File: config.mk
export PLATFORM = sky130hd
export DESIGN_NAME = sssp_cmp
export DESIGN_NICKNAME = d
export VERILOG_FILES = /design/src/design/sssp_pkg.sv /design/src/design/sssp_cmp.sv
export SDC_FILE = /design/constraint.sdc
export NUM_CORES = 1
export LEC_CHECK = 0
export ABC_AREA = 1
export BUFFER_PORTS_ARGS = -buffer_cell sky130_fd_sc_hd__buf_2
export CAP_MARGIN = 20
export CORE_MARGIN = 5
export CORE_UTILIZATION = 49
export DETAILED_ROUTE_END_ITERATION = 10
export PLACE_DENSITY_LB_ADDON = 0.08
export SYNTH_ARGS = -nofsm -noshare
export SYNTH_HDL_FRONTEND = slang
export SYNTH_SLANG_ARGS = --single-unit
File: constraint.sdc
create_clock -name vclk -period 3.16
set_input_delay 0.474 -clock vclk [all_inputs]
set_output_delay 0.474 -clock vclk [all_outputs]
set_load 0.01 [all_outputs]
File: src/design/sssp_pkg.sv
`timescale 1ns / 1ps
// ---------------------------------------------------------------------------
// sssp_pkg
// Shared types and constants for the shortest path engine.
// ---------------------------------------------------------------------------
package sssp_pkg;

  localparam int unsigned NodeCountDef    = 1024;
  localparam int unsigned EdgeCapacityDef = 16384;
  localparam int unsigned WeightBitsDef   = 16;

  localparam logic [31:0] Unreached = 32'hFFFF_FFFF;
  localparam logic [31:0] DistMax   = 32'hFFFF_FFFE;

  localparam logic [1:0] OpClear = 2'd0;
  localparam logic [1:0] OpAdd   = 2'd1;
  localparam logic [1:0] OpRun   = 2'd2;
  localparam logic [1:0] OpQuery = 2'd3;

  typedef struct packed {
    logic [1:0]  opcode;
    logic [9:0]  node_a;
    logic [9:0]  node_b;
    logic [15:0] edge_weight;
  } sssp_req_t;

  typedef struct packed {
    logic        status;
    logic [31:0] distance;
    logic [9:0]  predecessor;
    logic        reachable;
  } sssp_rsp_t;

  // heap key compare operands passed from sequencer to compare unit
  typedef struct packed {
    logic [51:0] key_a;
    logic [51:0] key_b;
  } sssp_cmp_t;

endpackage

File: src/design/sssp_cmp.sv
`timescale 1ns / 1ps
// ---------------------------------------------------------------------------
// sssp_cmp
// Shared unit: saturating distance add and key compare.
// ---------------------------------------------------------------------------
module sssp_cmp import sssp_pkg::*; #(
  parameter int unsigned WeightBits = WeightBitsDef
) (
  input  logic [31:0]         base_i,
  input  logic [WeightBits-1:0] weight_i,
  input  sssp_cmp_t           cmp_i,
  output logic [31:0]         sum_o,
  output logic                less_o
);
  logic [32:0] sum_w;
  assign sum_w  = {1'b0, base_i} + 33'(weight_i);
  assign sum_o  = (sum_w > {1'b0, DistMax}) ? DistMax : sum_w[31:0];
  assign less_o = cmp_i.key_a < cmp_i.key_b;
endmodule

==> Yosys cells after proc, flatten, opt, wreduce, memory -nomap -nowiden <==
Cells that the tools add are included.
{ "word_totals": {"out_inout_bits": 33, "input_bits": 152, "regBits": 0, "word_cells": 4} }
{ "classes": {"n_lt_le_gt_ge": 2, "n_addsub": 1, "mux": 1} }
{ "ops": {"columns": ["operator", "n"], "rows": [
  ["$lt 52x52->1", 1],
  ["$add 32x16->33", 1],
  ["$gt 33x32->1 const B", 1],
  ["$mux 32", 1]
]} }

==> Depth between registers and ports, before layout <==
{ "depth": {"ltp_word": 3, "depth_mapped": 21, "ltp_nobuf": 20} }

==> Least setup slack after synthesis <==
Ideal clock, no wire load.
{ "synth_path": {"path_kind": "in2out", "startpoint": "input port base_i[0]", "endpoint": "output port sum_o[11]", "n_path_buf": 1, "t_required_ns": 2.686, "cell_stages": 19, "slack_ns": 0.163, "arrival_ns": 2.523, "cell_sequence": "ha_1 -> inv_1 -> fa_1 -> inv_1 -> nand2_1 -> nand2_1 -> nand3_1 -> nand2_1 -> nand3_1 -> nand3_2 -> nand2_1 -> nand2_1 -> nand2_1 -> nor2_1 -> inv_1 -> nor2_2 -> nand3_2 -> buf_6 -> nand3_1"} }
{ "synth_between": {"elab_chain_len": 3} }
{ "synth_rtl": {"columns": ["item", "line", "rtl"], "rows": [
  ["from (decl)", "sssp_cmp.sv:9", "input logic [31:0] base_i,"],
  ["$add 32x16->33 (*)", "sssp_cmp.sv:16", "assign sum_w = {1'b0, base_i} + 33'(weight_i);"],
  ["$gt 33x32->1", "sssp_cmp.sv:17", "assign sum_o = (sum_w > {1'b0, DistMax}) ? DistMax : sum_w[31:0];"],
  ["$mux 32 (*)", "sssp_cmp.sv:17", null],
  ["to (decl)", "sssp_cmp.sv:12", "output logic [31:0] sum_o,"]
]} }
Mark *: on every way between the ends. The rest lies on a longest branch, timed or not.

==> Final worst setup path <==
{ "layout_path": {"startpoint": "input port base_i[0]", "endpoint": "output port sum_o[8]"} }
The elaborated chain is that of the path after synthesis.

==> reports/metrics.yaml <==
synth-adder-area-share_pct: 23.4
grt_usage_pct: 26.8
critPathBufInv: 8
required_ns: 2.69
relSlewSlack_pct: 71.1
crit_type: "in -> out"
synthCells: 699
tns_ns: -5.17
wire_per_inst_um: 13.9
die-height_um: 96.6
totalWireLength_mm: 14.4
critical_path.cell_chain: "buf_6 > ha_4 > inv_2 > fa_2 > inv_2 > nand2_2 > nand2_4 > nand3_4 > buf_4 > nand3_1 > nand2_1 > nand2_1 > nor2_1 > nand3_1 > nand2_2 > nor2_1 > nand2_1 > inv_2 > nand3_4 > buf_12 > clkbuf_16 > nand3_2 > buf_6"
pre_cts_ws_ns: -0.181
dp_cells: 1018
setup_violations: 32
period_minus_slack_ns: 3.36
maxCapViolations: 0
yosys-top-cells-count: "nand2_1, inv_1, nand3_1, ha_1, nor2_1"
drc: 0
grt_pass1_vias: 5209
final_cells: 1036
seq_cell_count: 0
grt_max_degree: 32
rsz0062_at_grt: "yes"
dieWidth_um: 96.6
post-route-period-util_pct: 106
cp-startpoint: "base_i[0]"
start_util_pct: 50.4
vias: 5367
drtIter0Drc: 268
synthMuxAreaShare_pct: 0
synth_top_family_by_area: "simple AND/OR/NAND/NOR gates"
hold_viol: 0
worstSetupEndpoint: "sum_o[8]"
hold_slack_ns: 1.40
routabilityCongestion: 0.895
power_uw: 955
critical_path.max_stage_delay_ns: 0.34
portBuffers: 185
slowest_stage: "fa_2"
syn-num-nets: 919
ys_seq_area_share_pct: 0
worst_pin_slew_ns: 0.429
synth_top_area_cell: "ha_1"
max-vdd-ir-drop_mv: 0.0774
start_kind: "input port"
arrival_ns: 2.89
synth_top_cell_area_share_pct: 22.8
avgViaCountPerCell: 5.18
power.leakage_nw: 3.60
ios: 185
syn_avg_cell_area_sq_um: 5.26
power-per-cell-area_mw_per_mm2: 165
first_pass_iters: 7
num_rows: 31
synth_simple_gate_area_share_pct: 49.9
antenna_found_initial: 0
place_hpwl_mm: 11.4
fillers: 527
nets: 1159
grt_pass1_wl_mm: 22.2
synth.distinct_cells: 31
status: "complete, but fails checks"
finalMaxSlewViolations: 0
synth-xor-area-share_pct: 0.238
regArea_sq_um: 0
ant_nets: 0
critPathMaxFanout: 7
final_layout_size_suffix_gt1_share_pct: 39.5
fin_ws_ns: -0.199
n_antenna_cell: 0
areaGrowthSynthToFinish_pct: 57.4
clock.fmax_mhz: 298
cp_top_family: "simple AND/OR/NAND/NOR gates"
syn_area_sq_mm: 0.00367
synthTopCellsByArea: "ha_1, nand2_1, inv_1, nand3_1, nor2_1"
nClkBuffers: 0
end_kind: "output pin"
core_area_sq_mm: 0.00729
violations: "setup timing"
hold_path.class: "in -> out"
ys_warn_count: 0
path_depth: 23
yosysMostFrequentCell: "nand2_1"
die_area_sq_mm: 0.00933
grt_overflow_total: 0
synth_compound_area_share_pct: 8.34
-- cells by family after synthesis --
family	Yosys count
AOI/OAI and AO/OA	51
adders and majority gates	68
and+or+nand+nor	408
buffers and inverters	171
xor gates and xnor gates	1
-- layout make-up --
cell class,instances,area (sq um),area share [%]
inverters,164,616,10.6
multi-input cells,528,3480,60.2
well taps,99,124,2.14
repair buffers,245,1560,27.0
-- worst min-delay path by stage --
stage	from	endpoint	slack, ns	cells after the start
2_1_floorplan	base_i[26]	sum_o[26]	1.16	3
3_3_place_gp	base_i[27]	sum_o[27]	1.37	5
4_1_cts	base_i[27]	sum_o[27]	1.39	5
6_report	base_i[27]	sum_o[27]	1.40	5
3_5_place_dp	base_i[27]	sum_o[27]	1.39	5
5_1_grt	base_i[27]	sum_o[27]	1.44	5
-- per-stage QoR --
step | area [sq um] | util (%)
finish | 5780 | 79.3
global route | 5780 | 79.3
CTS | 5480 | 75.2
detailed placement | 5000 | 68.6
global placement | 5000 | 68.6
floorplan | 3670 | -
-- power breakdown --
part	total, mW	switching (mW)	internal [mW]
Clock	0	0	0
Combinational	0.955	0.514	0.441
Sequential	0	0	0
Total	0.955	0.514	0.441
-- layer usage --
| metal | GRT usage, % | part of all wire, % | vias to the layer above |
|---|---|---|---|
| met3 | 4.24 | 7.2 | 46 |
| met5 | 0 | 0 | - |
| met2 | 52.1 | 51 | 249 |
| met4 | 6.91 | 3.8 | 0 |
| met1 | 29.7 | 38 | 2386 |
| li1 | - | - | 2686 |
-- cell usage in the layout (no fill, tap or decap), types with 16 or more instances in the layout --
| cell | instances |
|---|---|
| buf_4 | 51 |
| inv_1 | 152 |
| nand2_1 | 185 |
| nand3_1 | 64 |
| buf_2 | 172 |
| buf_6 | 16 |
| nor2_1 | 37 |
| ha_1 | 52 |
| a21oi_1 | 26 |
| nand3_2 | 22 |
| nand2_2 | 36 |
-- what timing repair did --
action                                  in CTS  in global routing
buffers inserted                            11                  5
endpoints found under the setup margin      32                 32
gates cloned                                 2                  1
pin swaps                                    3                 10
resized for setup                           64                 58
hold buffers                                 0                  0
No activity file was read; power rests on OpenSTA's default activity.
